<file path="src/rtl/rce_pkg.sv">
// Shared widths, curve codes and types for the reward curve evaluator.
package rce_pkg;

    localparam int SHARE_W = 63;
    localparam int CONST_W = 63;
    localparam int DEN_W   = 65;
    localparam int CLAIM_W = 128;
    localparam int HALF_W  = 64;
    localparam int POS_W   = 6;

    typedef logic [1:0] t_mode;

    localparam t_mode MODE_QUAD   = 2'd0;
    localparam t_mode MODE_CURATE = 2'd1;
    localparam t_mode MODE_LINEAR = 2'd2;
    localparam t_mode MODE_SQRT   = 2'd3;

    localparam logic CFG_MODE  = 1'b0;
    localparam logic CFG_CONST = 1'b1;

    typedef struct packed {
        t_mode               mode;
        logic                fault;
        logic [CLAIM_W-1:0]  res;
    } t_side;

endpackage

</file>
<file path="src/rtl/rce_div_step.sv">
// One registered restoring-division step: one quotient bit per stage.
module rce_div_step #(
    parameter int QW = 65
) (
    input  logic                        i_clk,
    input  logic                        i_ce,
    input  logic [rce_pkg::DEN_W-1:0]   i_rem,
    input  logic                        i_bit,
    input  logic [rce_pkg::DEN_W-1:0]   i_den,
    input  logic [QW-1:0]               i_quo,
    output logic [rce_pkg::DEN_W-1:0]   o_rem,
    output logic [rce_pkg::DEN_W-1:0]   o_den,
    output logic [QW-1:0]               o_quo
);
    import rce_pkg::*;

    logic [DEN_W:0]   w_trial;
    logic [DEN_W:0]   w_diff;
    logic             w_take;
    logic [DEN_W-1:0] r_rem, r_den;
    logic [QW-1:0]    r_quo;

    assign w_trial = {i_rem, i_bit};
    assign w_diff  = w_trial - {1'b0, i_den};
    assign w_take  = (w_trial >= {1'b0, i_den});

    always_ff @(posedge i_clk) begin
        if (i_ce) begin
            // remainder stays below the divisor, so it fits DEN_W bits
            r_rem <= w_take ? w_diff[DEN_W-1:0] : w_trial[DEN_W-1:0];
            r_den <= i_den;
            r_quo <= {i_quo[QW-2:0], w_take};
        end
    end

    assign o_rem = r_rem;
    assign o_den = r_den;
    assign o_quo = r_quo;

endmodule

</file>
<file path="config.mk">
export PLATFORM = sky130hd
export DESIGN_NAME = rce_div_step
export DESIGN_NICKNAME = d
export VERILOG_FILES = /design/src/rtl/rce_pkg.sv /design/src/rtl/rce_div_step.sv
export SDC_FILE = /design/constraint.sdc
export NUM_CORES = 1
export LEC_CHECK = 0
export BUFFER_PORTS_ARGS = -buffer_cell sky130_fd_sc_hd__buf_2
export CORE_MARGIN = 2
export CORE_UTILIZATION = 25
export DETAILED_ROUTE_END_ITERATION = 10
export MAX_ROUTING_LAYER = met4
export PLACE_DENSITY = 0.42
export SYNTH_ARGS = -nofsm -noshare
export SYNTH_HDL_FRONTEND = slang
export SYNTH_SLANG_ARGS = --single-unit
</file>
<file path="constraint.sdc">
create_clock -name i_clk -period 5 [get_ports i_clk]
set_input_delay 1 -clock i_clk [delete_from_list [all_inputs] [get_ports i_clk]]
set_output_delay 1 -clock i_clk [all_outputs]
set_load 0.05 [all_outputs]
</file>
Word level (Yosys, flattened, before mapping)
Cells that the tools add are included.
Widths: inputs -> output; s select.
{"block": "totals", "word_cells": 6, "register_bits": 195, "in_bits": 198, "out_inout_bits": 195}
{"block": "classes", "muxes": 1, "order_cmp": 1, "addsub": 1}
{"operator": "$ge 66x65->1", "n": 1}
{"operator": "$mux 65", "n": 1}
{"operator": "$sub 65x65->65", "n": 1}

Logic depth before layout (Yosys ltp)
Gate-level depths: netlist of run 1.
{"block": "depth", "depth_word": 2, "depth_mapped": 17, "depth_no_buf": 15}

Worst setup path after synthesis of run 1
OpenSTA, ideal clock, no wires.
{"block": "synth_path", "path_type": "input to register", "from": "input i_bit", "to": "register r_rem[11], in the netlist o_rem[11] (data pin)", "path_buffers": 2, "cell_stages": 17, "setup_slack_ns": 0.794, "setup_ns": 0.260, "arrival_ns": 3.946, "required_time_ns": 4.740, "path_cell_list": "inv_1 -> ha_1 -> inv_1 -> fa_1 -> a211oi_2 -> o21bai_2 -> a22oi_2 -> o211ai_2 -> o311ai_2 -> and2_4 -> o31ai_4 -> a211oi_2 -> or2_1 -> buf_6 -> inv_12 -> buf_12 -> mux2_4"}
{"block": "synth_between", "elab_chain_cells": 2, "elab_cells_between_ends": 3, "cone_classes": "add/sub (1); order compare (1); mux (1)"}
{"item": "start: declaration", "line_no": "rce_div_step.sv:8", "rtl": "input logic i_bit,"}
{"item": "$sub 65x65->65 / $ge 66x65->1 (equally long branches)", "line_no": "rce_div_step.sv:24, rce_div_step.sv:25"}
{"item": "$mux 65 (*)", "line_no": "rce_div_step.sv:30", "rtl": "r_rem <= w_take ? w_diff[DEN_W-1:0] : w_trial[DEN_W-1:0];"}
{"item": "end signal: assignment", "line_no": "rce_div_step.sv:30"}
{"item": "end: declaration", "line_no": "rce_div_step.sv:20", "rtl": "logic [DEN_W-1:0] r_rem, r_den;"}
Every way passes the cells marked *; elsewhere a longest branch is shown, timed or not.
A chain may end at the register's enable or synchronous reset.

Final worst setup path of run 1
Same ends and word-level chain as after synthesis.

==> results of run 1 <==
[sequential cells by signal, summed over array words and instances, names as in the netlist]
| signal | count |
|---|---|
| o_quo | 65 |
| o_rem | 65 |
| o_den | 65 |
[area by class of cell]
type	instances	area, um2	area share (%)
Antenna cell	4	10.0	0.0687
Sequential cell	195	5860	40.2
Timing Repair Buffer	430	2270	15.6
Multi-Input combinational cell	651	4800	32.9
Clock inverter	14	121	0.833
Tap cell	592	741	5.08
Clock buffer	18	429	2.94
Inverter	89	347	2.38
[logic make-up after synthesis]
group                    share of synthesized area (%)
XOR/XNOR                                          4.37
AO/OA/AOI/OAI                                     16.3
AND/OR/NAND/NOR                                   8.58
adder cells (fa/ha/maj)                           7.42
multiplexers                                      5.85
flip-flops                                        52.1
buffers and inverters                             5.31
[per-stage QoR]
stage / hold slack [ns] / power [W]
6_report: 0.684 / 0.00523
5_1_grt: 0.632 / 0.00549
4_1_cts: 0.628 / 0.00532
3_5_place_dp: 1.18 / 0.00392
3_3_place_gp: 1.18 / 0.00391
2_1_floorplan: 1.10 / 0.00340
[worst max-delay path: cells and delay by family]
kind	cells	cell delay [ns]
buffers and inverters	4	0.40
AOI/OAI and AO/OA	7	1.63
adders and majority gates	2	0.58
and+or+nand+nor	2	0.56
muxes	1	0.38
[layer usage]
layer | up-vias | global-route usage [%] | part of all wire [%]
met5 | - | - | 0
met4 | 0 | 4.25 | 1.2
met3 | 25 | 4.88 | 6.3
met2 | 269 | 25.4 | 47
met1 | 4363 | 21.0 | 46
li1 | 4449 | - | -
[power groups by stage]
stage	clock [W]	combinational (W)	sequential, W
2_1_floorplan	0	0.000676	0.00273
3_3_place_gp	0	0.00182	0.00210
3_5_place_dp	0	0.00182	0.00210
4_1_cts	0.00144	0.00182	0.00206
5_1_grt	0.00148	0.00193	0.00208
6_report	0.00136	0.00180	0.00206
[final timing paths]
kind | startpoint | end | slack [ns] | depth (start not counted)
max | i_bit | o_rem[11]$_DFFE_PP_ | 0.57 | 16
min | i_quo[63] | o_quo[64]$_DFFE_PP_ | 0.68 | 1
[placed cells by master, fill, tap and decap left out, types with 7 or more instances in the layout]
master / n
sky130_fd_sc_hd__xor2_1: 17
sky130_fd_sc_hd__nor3_1: 20
sky130_fd_sc_hd__clkbuf_16: 17
sky130_fd_sc_hd__and3_1: 9
sky130_fd_sc_hd__nand4_1: 23
sky130_fd_sc_hd__a21boi_0: 7
sky130_fd_sc_hd__mux2_4: 38
sky130_fd_sc_hd__nor2_1: 42
sky130_fd_sc_hd__o21bai_1: 16
sky130_fd_sc_hd__nand2_1: 53
sky130_fd_sc_hd__buf_2: 390
sky130_fd_sc_hd__o21ai_0: 74
sky130_fd_sc_hd__ha_1: 65
sky130_fd_sc_hd__a21oi_1: 91
sky130_fd_sc_hd__nand3_1: 12
sky130_fd_sc_hd__a21o_1: 27
sky130_fd_sc_hd__xnor2_1: 39
sky130_fd_sc_hd__inv_1: 88
sky130_fd_sc_hd__buf_4: 38
sky130_fd_sc_hd__o31ai_1: 11
sky130_fd_sc_hd__a211oi_1: 8
sky130_fd_sc_hd__edfxtp_1: 195
sky130_fd_sc_hd__nor2b_1: 7
sky130_fd_sc_hd__o21a_1: 12
==> results.sh, run 1 <==
export IMPL_first_global_vias=9200
export IMPL_drtAntennaViolNets=0
export IMPL_detail_route_drc_violations=0
export IMPL_place_area_um2=14000
export IMPL_placedCellCount=1957
export IMPL_drive_gt1_share_pct=37.4
export IMPL_syn_cell_area_um2=11200
export IMPL_p_switching_w=0.00199
export IMPL_outcome="completed"
export IMPL_syn_avg_cell_area_um2=11.5
export IMPL_finalMaxSlewViolations=0
export IMPL_drt_initial_drc_count=453
export IMPL_crit_path_max_fanout=44
export IMPL_dr_pass1_iters=4
export IMPL_timing_worst_slew_pin_value_ns=0.895
export IMPL_initial_antenna_violation_count=4
export IMPL_seq_area_frac_synth_pct=52.1
export IMPL_fp_coreArea_um2=44300
export IMPL_net_count_of_the_finished_layout=1648
export IMPL_cts_num_sinks=195
export IMPL_grt_pass1_wl_um=55200
export IMPL_h_tree_depth=4
export IMPL_post_cts_resized=0
export IMPL_cts_repair_timing_setup_buffer_count=0
export IMPL_detail_route_vias_per_cell=4.57
export IMPL_cap_viol_max_count=0
export IMPL_timing_setup_critical_path_class="in2reg"
export IMPL_timing_critical_path_mode_cell="sky130_fd_sc_hd__inv_1"
export IMPL_preCtsSetupSlack_ns=0.0304
export IMPL_synthMostInstantiatedCell="sky130_fd_sc_hd__edfxtp_1"
export IMPL_number_of_library_cell_types_mapped_by_synthesis=69
export IMPL_cts_hold_fix_buffers=0
export IMPL_count_of_flip_flops_with_a_built_in_enable_after_synthesis=195
export IMPL_worst_hold_path_type="in2reg"
export IMPL_fin_ws_ns=0.569
export IMPL_synth_top_cells_by_count="sky130_fd_sc_hd__edfxtp_1 (195), sky130_fd_sc_hd__a21oi_1 (91), sky130_fd_sc_hd__inv_1 (88)"
export IMPL_vias=9106
export IMPL_ir_worst_vdd_uv=224
export IMPL_synth_net_count=1241
export IMPL_synth_largest_area_cell="sky130_fd_sc_hd__edfxtp_1"
export IMPL_fp_dieH_um=216
export IMPL_cts_path_max_buffers=2
export IMPL_placement_rows=77
export IMPL_ys_top_cells_by_area="sky130_fd_sc_hd__edfxtp_1 (52%), sky130_fd_sc_hd__ha_1 (7.2%), sky130_fd_sc_hd__mux2_4 (5.1%)"
export IMPL_clockPowerShare_pct=26.1
export IMPL_hold_viol=0
export IMPL_power_report_internal_total_w=0.00323
export IMPL_cp_cell_sequence="buf_2, inv_1, ha_1, inv_1, fa_1, a211oi_2, o21bai_2, a22oi_2, o211ai_2, o311ai_2, and2_4, o31ai_4, a211oi_4, or2_1, inv_12, mux2_4"
export IMPL_n_fill_cell=4629
export IMPL_grt_max_degree=110
export IMPL_synthesis_instances=977
export IMPL_clockRootBuffer="sky130_fd_sc_hd__clkbuf_16"
export IMPL_tritoncts="built"
export IMPL_cts_buffers_inserted=17
export IMPL_numPortBuffers=391
export IMPL_cp_start_kind="primary input"
export IMPL_power_frac_comb_pct=34.5
export IMPL_cp_end_kind="register"
export IMPL_power_sequential_fraction_pct=39.4
export IMPL_grt_remaining_overflow=0
export IMPL_dominantRegCellSynth="sky130_fd_sc_hd__edfxtp_1"
export IMPL_grt_usage_pct=16.4
export IMPL_avgRoutedWirePerCell_um=18.7
export IMPL_totalWireLength_um=37200
export IMPL_layout_worst_path_cycle_share_pct=88.6
export IMPL_hpwl_after_dpl_um=29500
export IMPL_setup_violations=0
export IMPL_finish_instance_area_um2=14600
export IMPL_floorplan_io_pins=393
export IMPL_timing_max_slew_rel_slack_pct=39.5
export IMPL_floorplan_initialDensity_pct=25.3
export IMPL_period_minus_slack_ns=4.43
export IMPL_design_die_area_um2=46600
export IMPL_critical_path_arrival_ns=4.68
export IMPL_cp_slowest_cell="sky130_fd_sc_hd__fa_1"
export IMPL_fin_cells=1993
export IMPL_cts_reportedPaths_clkPinSlew_ns=0.08
export IMPL_synth_largest_type_area_fraction_pct=52.1
export IMPL_share_of_flip_flops_with_an_asynchronous_set_or_reset_pct=0
export IMPL_area_delta_synth_final_pct=29.8
export IMPL_rsz_0062_raised_after_global_routing="false"
export IMPL_fp_dieW_um=216
export IMPL_synth_yosys_warnings=0
export IMPL_gp_congestion=0.831
export IMPL_synth_seq_cells=195
export IMPL_required_ns=5.24
export IMPL_netSwitchingFraction_pct=38.2
export IMPL_fin_tns_setup_ns=0
export IMPL_cpPeakStageDelay_ns=0.42
export IMPL_post_route_util_pct=32.9
export IMPL_power_density_cell_area_nw_per_um2=359
export IMPL_leakage_nw=6.40
export IMPL_max_freq_mhz=226
Note: power is estimated with default switching activity, not from simulation.
==> inputs of run 2 (changes only) <==
- CORE_MARGIN: 2 -> 5
- GPL_ROUTABILITY_DRIVEN: unset -> 1
- PLACE_DENSITY: 0.42 -> unset
- PLACE_DENSITY_LB_ADDON: unset -> 0.12
==> run 2 against run 1 <==
Net effect:
- combinational power is essentially flat
- global-route usage is 0.80 points lower
- first-iteration DRC count rose by 17%
- sequential share of layout area about the same
- flip-flop and latch count did not move
- maximum frequency grew 0.90%
- final area is essentially flat
- cell count decreased by 0.20%
- clock-buffer cell count shrank 1
- critical path depth unchanged
- largest power group unchanged
- utilization barely moved
- critical endpoint is now o_rem[31]$_DFFE_PP_
==> results.sh, run 2 (synthesis gave the netlist of run 1 again) <==
export IMPL_outcome="completed"
export IMPL_period_minus_slack_ns=4.39
export IMPL_layout_worst_path_cycle_share_pct=87.8
export IMPL_timing_setup_critical_path_class="in2reg"
export IMPL_vias=9113
export IMPL_cpPeakStageDelay_ns=0.43
export IMPL_floorplan_initialDensity_pct=25.3
export IMPL_h_tree_depth=4
export IMPL_timing_worst_slew_pin_value_ns=0.944
export IMPL_fp_dieW_um=222
export IMPL_first_global_vias=9242
export IMPL_fp_coreArea_um2=44300
export IMPL_cts_reportedPaths_clkPinSlew_ns=0.08
export IMPL_combined_buffer_and_inverter_count_along_the_critical_path=4
export IMPL_mostFrequentLayoutCells="sky130_fd_sc_hd__buf_2 (390), sky130_fd_sc_hd__edfxtp_1 (195), sky130_fd_sc_hd__a21oi_1 (91)"
export IMPL_cp_end_kind="register"
export IMPL_post_cts_resized=0
export IMPL_power_density_cell_area_nw_per_um2=361
export IMPL_cts_num_sinks=195
export IMPL_initial_antenna_violation_count=3
export IMPL_setup_violations=0
export IMPL_critical_path_top_delay_family="compound AO/OA/AOI/OAI gates"
export IMPL_rsz_0062_raised_after_global_routing="false"
export IMPL_preCtsSetupSlack_ns=0.0621
export IMPL_fp_dieH_um=222
export IMPL_totalWireLength_um=38300
export IMPL_fin_tns_setup_ns=0
export IMPL_area_delta_synth_final_pct=29.8
export IMPL_cap_viol_max_count=0
export IMPL_route_top_layer_used="met4"
export IMPL_grt_remaining_overflow=0
export IMPL_hold_viol=0
export IMPL_grt_max_degree=107
export IMPL_met2_length_um=17700
export IMPL_required_ns=5.23
export IMPL_cts_repair_timing_setup_buffer_count=0
export IMPL_tritoncts="built"
export IMPL_n_fill_cell=4608
export IMPL_ir_worst_vdd_uv=251
export IMPL_crit_path_max_fanout=44
export IMPL_timing_critical_path_mode_cell="sky130_fd_sc_hd__inv_1"
export IMPL_worst_hold_path_type="in2reg"
export IMPL_drtAntennaViolNets=0
export IMPL_numPortBuffers=391
export IMPL_design_die_area_um2=49300
export IMPL_net_count_of_the_finished_layout=1645
export IMPL_cts_hold_fix_buffers=0
export IMPL_register_area_um2=5860
export IMPL_power_w=0.00526
export IMPL_grt_pass1_wl_um=57000
export IMPL_cts_buffers_inserted=17
export IMPL_detail_route_drc_violations=0
export IMPL_timing_max_slew_rel_slack_pct=37.1
export IMPL_critical_path_arrival_ns=4.62
export IMPL_dr_pass1_iters=5
export IMPL_met3_length_um=2180
export IMPL_wl_met1_um=17700
export IMPL_cp_cell_sequence="buf_2, inv_1, ha_1, inv_1, fa_1, a211oi_2, o21bai_2, a22oi_2, o211ai_2, o311ai_2, and2_4, o31ai_4, a211oi_4, or2_1, inv_12, mux2_4"
export IMPL_drt_initial_drc_count=531
export IMPL_max_freq_mhz=228
export IMPL_post_route_util_pct=32.9
export IMPL_cts_path_max_buffers=2
export IMPL_floorplan_io_pins=393
export IMPL_cp_slowest_cell="sky130_fd_sc_hd__fa_1"
export IMPL_clockRootBuffer="sky130_fd_sc_hd__clkbuf_16"
export IMPL_grt_usage_pct=15.6
export IMPL_drive_gt1_share_pct=37.4
export IMPL_gp_congestion=0.859
export IMPL_area_taken_by_multi_input_logic_gates_um2=4800
export IMPL_leakage_nw=6.40
export IMPL_detail_route_vias_per_cell=4.58
export IMPL_cp_start_kind="primary input"
export IMPL_finalMaxSlewViolations=0
export IMPL_fin_ws_ns=0.608
export IMPL_layout_cells_most_common="sky130_fd_sc_hd__buf_2"
export IMPL_avgRoutedWirePerCell_um=19.2
export IMPL_hpwl_after_dpl_um=30700
export IMPL_placement_rows=77
-- run 2: where the power goes --
| part | internal, W | leakage, nW | switching (W) |
|---|---|---|---|
| Clock | 0.000670 | 0.282 | 0.000728 |
| Sequential | 0.00202 | 1.91 | 0.0000390 |
| Combinational | 0.000559 | 4.21 | 0.00124 |
| Total | 0.00325 | 6.40 | 0.00201 |
-- run 2: area by class of cell --
type	instances	area share [%]
tap	592	5.08
inverter	89	2.38
multi-input combinational	651	32.9
clock inverter	15	1.06
timing repair buffer	427	15.4
antenna	3	0.0515
sequential	195	40.2
clock buffer	17	2.92
-- run 2: path summary, 6_finish.rpt --
check  startpoint             endpoint  slack (ns)  depth (start not counted)
max         i_bit  o_rem[31]$_DFFE_PP_        0.61                         16
min     i_quo[63]  o_quo[64]$_DFFE_PP_        0.69                          1
-- run 2: routing by layer --
| metal | vias up | global-route usage [%] |
|---|---|---|
| met2 | 275 | 24.2 |
| met1 | 4356 | 20.1 |
| met4 | 0 | 4.93 |
| met3 | 34 | 4.01 |
| li1 | 4448 | - |
| met5 | - | - |
-- run 2: per-stage QoR --
step / hold WS, ns / std cells / cell area, um2
2_1_floorplan: 1.10 / 977 / 11200
3_3_place_gp: 1.18 / 1954 / 14000
3_5_place_dp: 1.18 / 1954 / 14000
4_1_cts: 0.635 / 1986 / 14600
5_1_grt: 0.642 / 1988 / 14600
6_report: 0.690 / 1989 / 14600
==> inputs of run 3 (changes only) <==
- clock period: 5 -> 4.1 ns (I/O delays scaled with it)
==> run 3 against run 2 <==
Net effect:
- via count increased by 4.2%
- clock-buffer cell count unchanged
- flip-flop and latch count did not move
- wire length rose by 2.1%
- utilization rose by 2.0 points
- non-clock buffer count is 115 higher
- sequential share of layout area fell by 2.3 points
- hold slack lost 0.17 ns
- combinational power is 31% higher
- cell count increased by 5.7%
- first-iteration DRC count is 3.6% lower
==> results.sh, run 3 (synthesis gave the netlist of run 1 again) <==
export IMPL_leakage_nw=6.95
export IMPL_power_density_cell_area_nw_per_um2=420
export IMPL_timing_setup_critical_path_class="in2reg"
export IMPL_floorplan_io_pins=393
export IMPL_grt_max_degree=89
export IMPL_max_freq_mhz=258
export IMPL_numPortBuffers=391
export IMPL_p_switching_w=0.00243
export IMPL_hold_path_startpoint="i_quo[44]"
export IMPL_initial_antenna_violation_count=4
export IMPL_power_sequential_fraction_pct=38.8
export IMPL_design_die_area_um2=49300
export IMPL_floorplan_initialDensity_pct=25.3
export IMPL_timing_worst_slew_pin_value_ns=0.813
export IMPL_required_ns=4.32
export IMPL_fp_dieH_um=222
export IMPL_rsz_0062_raised_after_global_routing="false"
export IMPL_critical_path_arrival_ns=4.10
export IMPL_grt_usage_pct=16.0
export IMPL_cap_viol_max_count=0
export IMPL_cts_reportedPaths_clkPinSlew_ns=0.08
export IMPL_drive_gt1_share_pct=42.2
export IMPL_setup_violations=0
export IMPL_drtAntennaViolNets=0
export IMPL_cts_num_sinks=195
export IMPL_h_tree_depth=4
export IMPL_timing_hold_worst_endpoint="o_quo[45]$_DFFE_PP_"
export IMPL_cts_repair_timing_setup_buffer_count=0
export IMPL_vias=9494
export IMPL_power_report_internal_total_w=0.00406
export IMPL_preCtsSetupSlack_ns=-0.370
export IMPL_finish_instance_area_um2=15500
export IMPL_drt_initial_drc_count=512
export IMPL_first_global_vias=9878
export IMPL_power_frac_comb_pct=36.1
export IMPL_worst_hold_path_type="in2reg"
export IMPL_mostFrequentLayoutCells="sky130_fd_sc_hd__buf_2 (390), sky130_fd_sc_hd__edfxtp_1 (195), sky130_fd_sc_hd__buf_4 (148)"
export IMPL_layout_cells_most_common="sky130_fd_sc_hd__buf_2"
export IMPL_outcome="completed"
export IMPL_crit_path_max_fanout=44
export IMPL_fp_coreArea_um2=44300
export IMPL_detail_route_drc_violations=0
export IMPL_ir_worst_vdd_uv=254
export IMPL_clockPowerShare_pct=25.1
export IMPL_fin_hold_ws_ns=0.516
export IMPL_hpwl_after_dpl_um=31900
export IMPL_avgRoutedWirePerCell_um=18.6
export IMPL_cts_buffers_inserted=17
export IMPL_gp_congestion=0.858
export IMPL_fp_dieW_um=222
export IMPL_cts_hold_fix_buffers=0
export IMPL_tritoncts="built"
export IMPL_area_delta_synth_final_pct=37.6
export IMPL_timing_max_slew_rel_slack_pct=45.8
export IMPL_hold_path_cell_count=1
export IMPL_cp_end_kind="register"
export IMPL_area_taken_by_multi_input_logic_gates_um2=4820
export IMPL_place_area_um2=14900
export IMPL_dr_pass1_iters=5
export IMPL_grt_pass1_wl_um=58700
export IMPL_layout_worst_path_cycle_share_pct=94.5
export IMPL_detail_route_vias_per_cell=4.51
export IMPL_register_area_um2=5860
export IMPL_fin_ws_ns=0.225
export IMPL_grt_remaining_overflow=0
export IMPL_hold_viol=0
export IMPL_period_minus_slack_ns=3.87
export IMPL_cts_path_max_buffers=2
export IMPL_clockRootBuffer="sky130_fd_sc_hd__clkbuf_16"
export IMPL_netSwitchingFraction_pct=37.5
export IMPL_post_cts_resized=0
export IMPL_cp_start_kind="primary input"
export IMPL_placement_rows=77
export IMPL_n_fill_cell=4612
export IMPL_finalMaxSlewViolations=0
export IMPL_net_count_of_the_finished_layout=1760
export IMPL_totalWireLength_um=39100
[run 3: worst max-delay path: stages]
cell,delay (ns)
sky130_fd_sc_hd__buf_2,0.11
sky130_fd_sc_hd__inv_1,0.05
sky130_fd_sc_hd__ha_1,0.16
sky130_fd_sc_hd__inv_1,0.06
sky130_fd_sc_hd__fa_1,0.41
sky130_fd_sc_hd__a211oi_2,0.27
sky130_fd_sc_hd__o21bai_2,0.12
sky130_fd_sc_hd__a22oi_2,0.20
sky130_fd_sc_hd__o211ai_2,0.19
sky130_fd_sc_hd__o311ai_4,0.35
sky130_fd_sc_hd__and2_4,0.22
sky130_fd_sc_hd__o31ai_4,0.10
sky130_fd_sc_hd__a211oi_4,0.22
sky130_fd_sc_hd__or2_1,0.20
sky130_fd_sc_hd__buf_12,0.14
sky130_fd_sc_hd__inv_12,0.10
sky130_fd_sc_hd__mux2_4,0.33
[run 3: final cells by class]
type	instances	share of cell area, %
inverters	89	2.24
repair buffers	542	20.3
clock inverters	14	0.794
well taps	592	4.79
clock buffers	17	2.75
flip-flops and latches	195	37.9
diodes	3	0.0486
multi-input cells	651	31.2
[run 3: power by group through the flow]
stage | registers (W) | clock network [W] | logic (W)
after CTS | 0.00252 | 0.00171 | 0.00238
after floorplan | 0.00333 | 0 | 0.000824
after global routing | 0.00254 | 0.00179 | 0.00252
after global placement | 0.00256 | 0 | 0.00236
final | 0.00252 | 0.00163 | 0.00235
after detailed placement | 0.00257 | 0 | 0.00237
[run 3: layer usage]
layer	global-route usage [%]	wire length (um)	part of all wire [%]
met3	4.04	2160	5.5
met4	4.41	590	1.5
met5	-	0	0
met1	20.5	18000	46
met2	25.3	18300	47
[run 3: how the worst max path moves through the flow]
stage | from | end | slack [ns] | cells past startpoint
final | i_bit | o_rem[31]$_DFFE_PP_ | 0.23 | 17
after CTS | i_bit | o_rem[33]$_DFFE_PP_ | 0.15 | 17
after global placement | i_den[1] | o_rem[57]$_DFFE_PP_ | -0.35 | 16
after global routing | i_bit | o_rem[33]$_DFFE_PP_ | 0.03 | 17
after detailed placement | i_bit | o_rem[33]$_DFFE_PP_ | -0.37 | 17
after floorplan | i_bit | o_rem[11]$_DFFE_PP_ | 0.07 | 17
[run 3: per-stage QoR]
| stage | instances | TNS [ns] | total power, W | util, % |
|---|---|---|---|---|
| 5_1_grt | 2103 | 0 | 0.00685 | 34.9 |
| 2_1_floorplan | 977 | 0 | 0.00415 | - |
| 6_report | 2103 | 0 | 0.00649 | 34.9 |
| 3_5_place_dp | 2069 | -20.00 | 0.00494 | 33.6 |
| 4_1_cts | 2100 | 0 | 0.00661 | 34.8 |
| 3_3_place_gp | 2069 | -17.53 | 0.00493 | 33.6 |
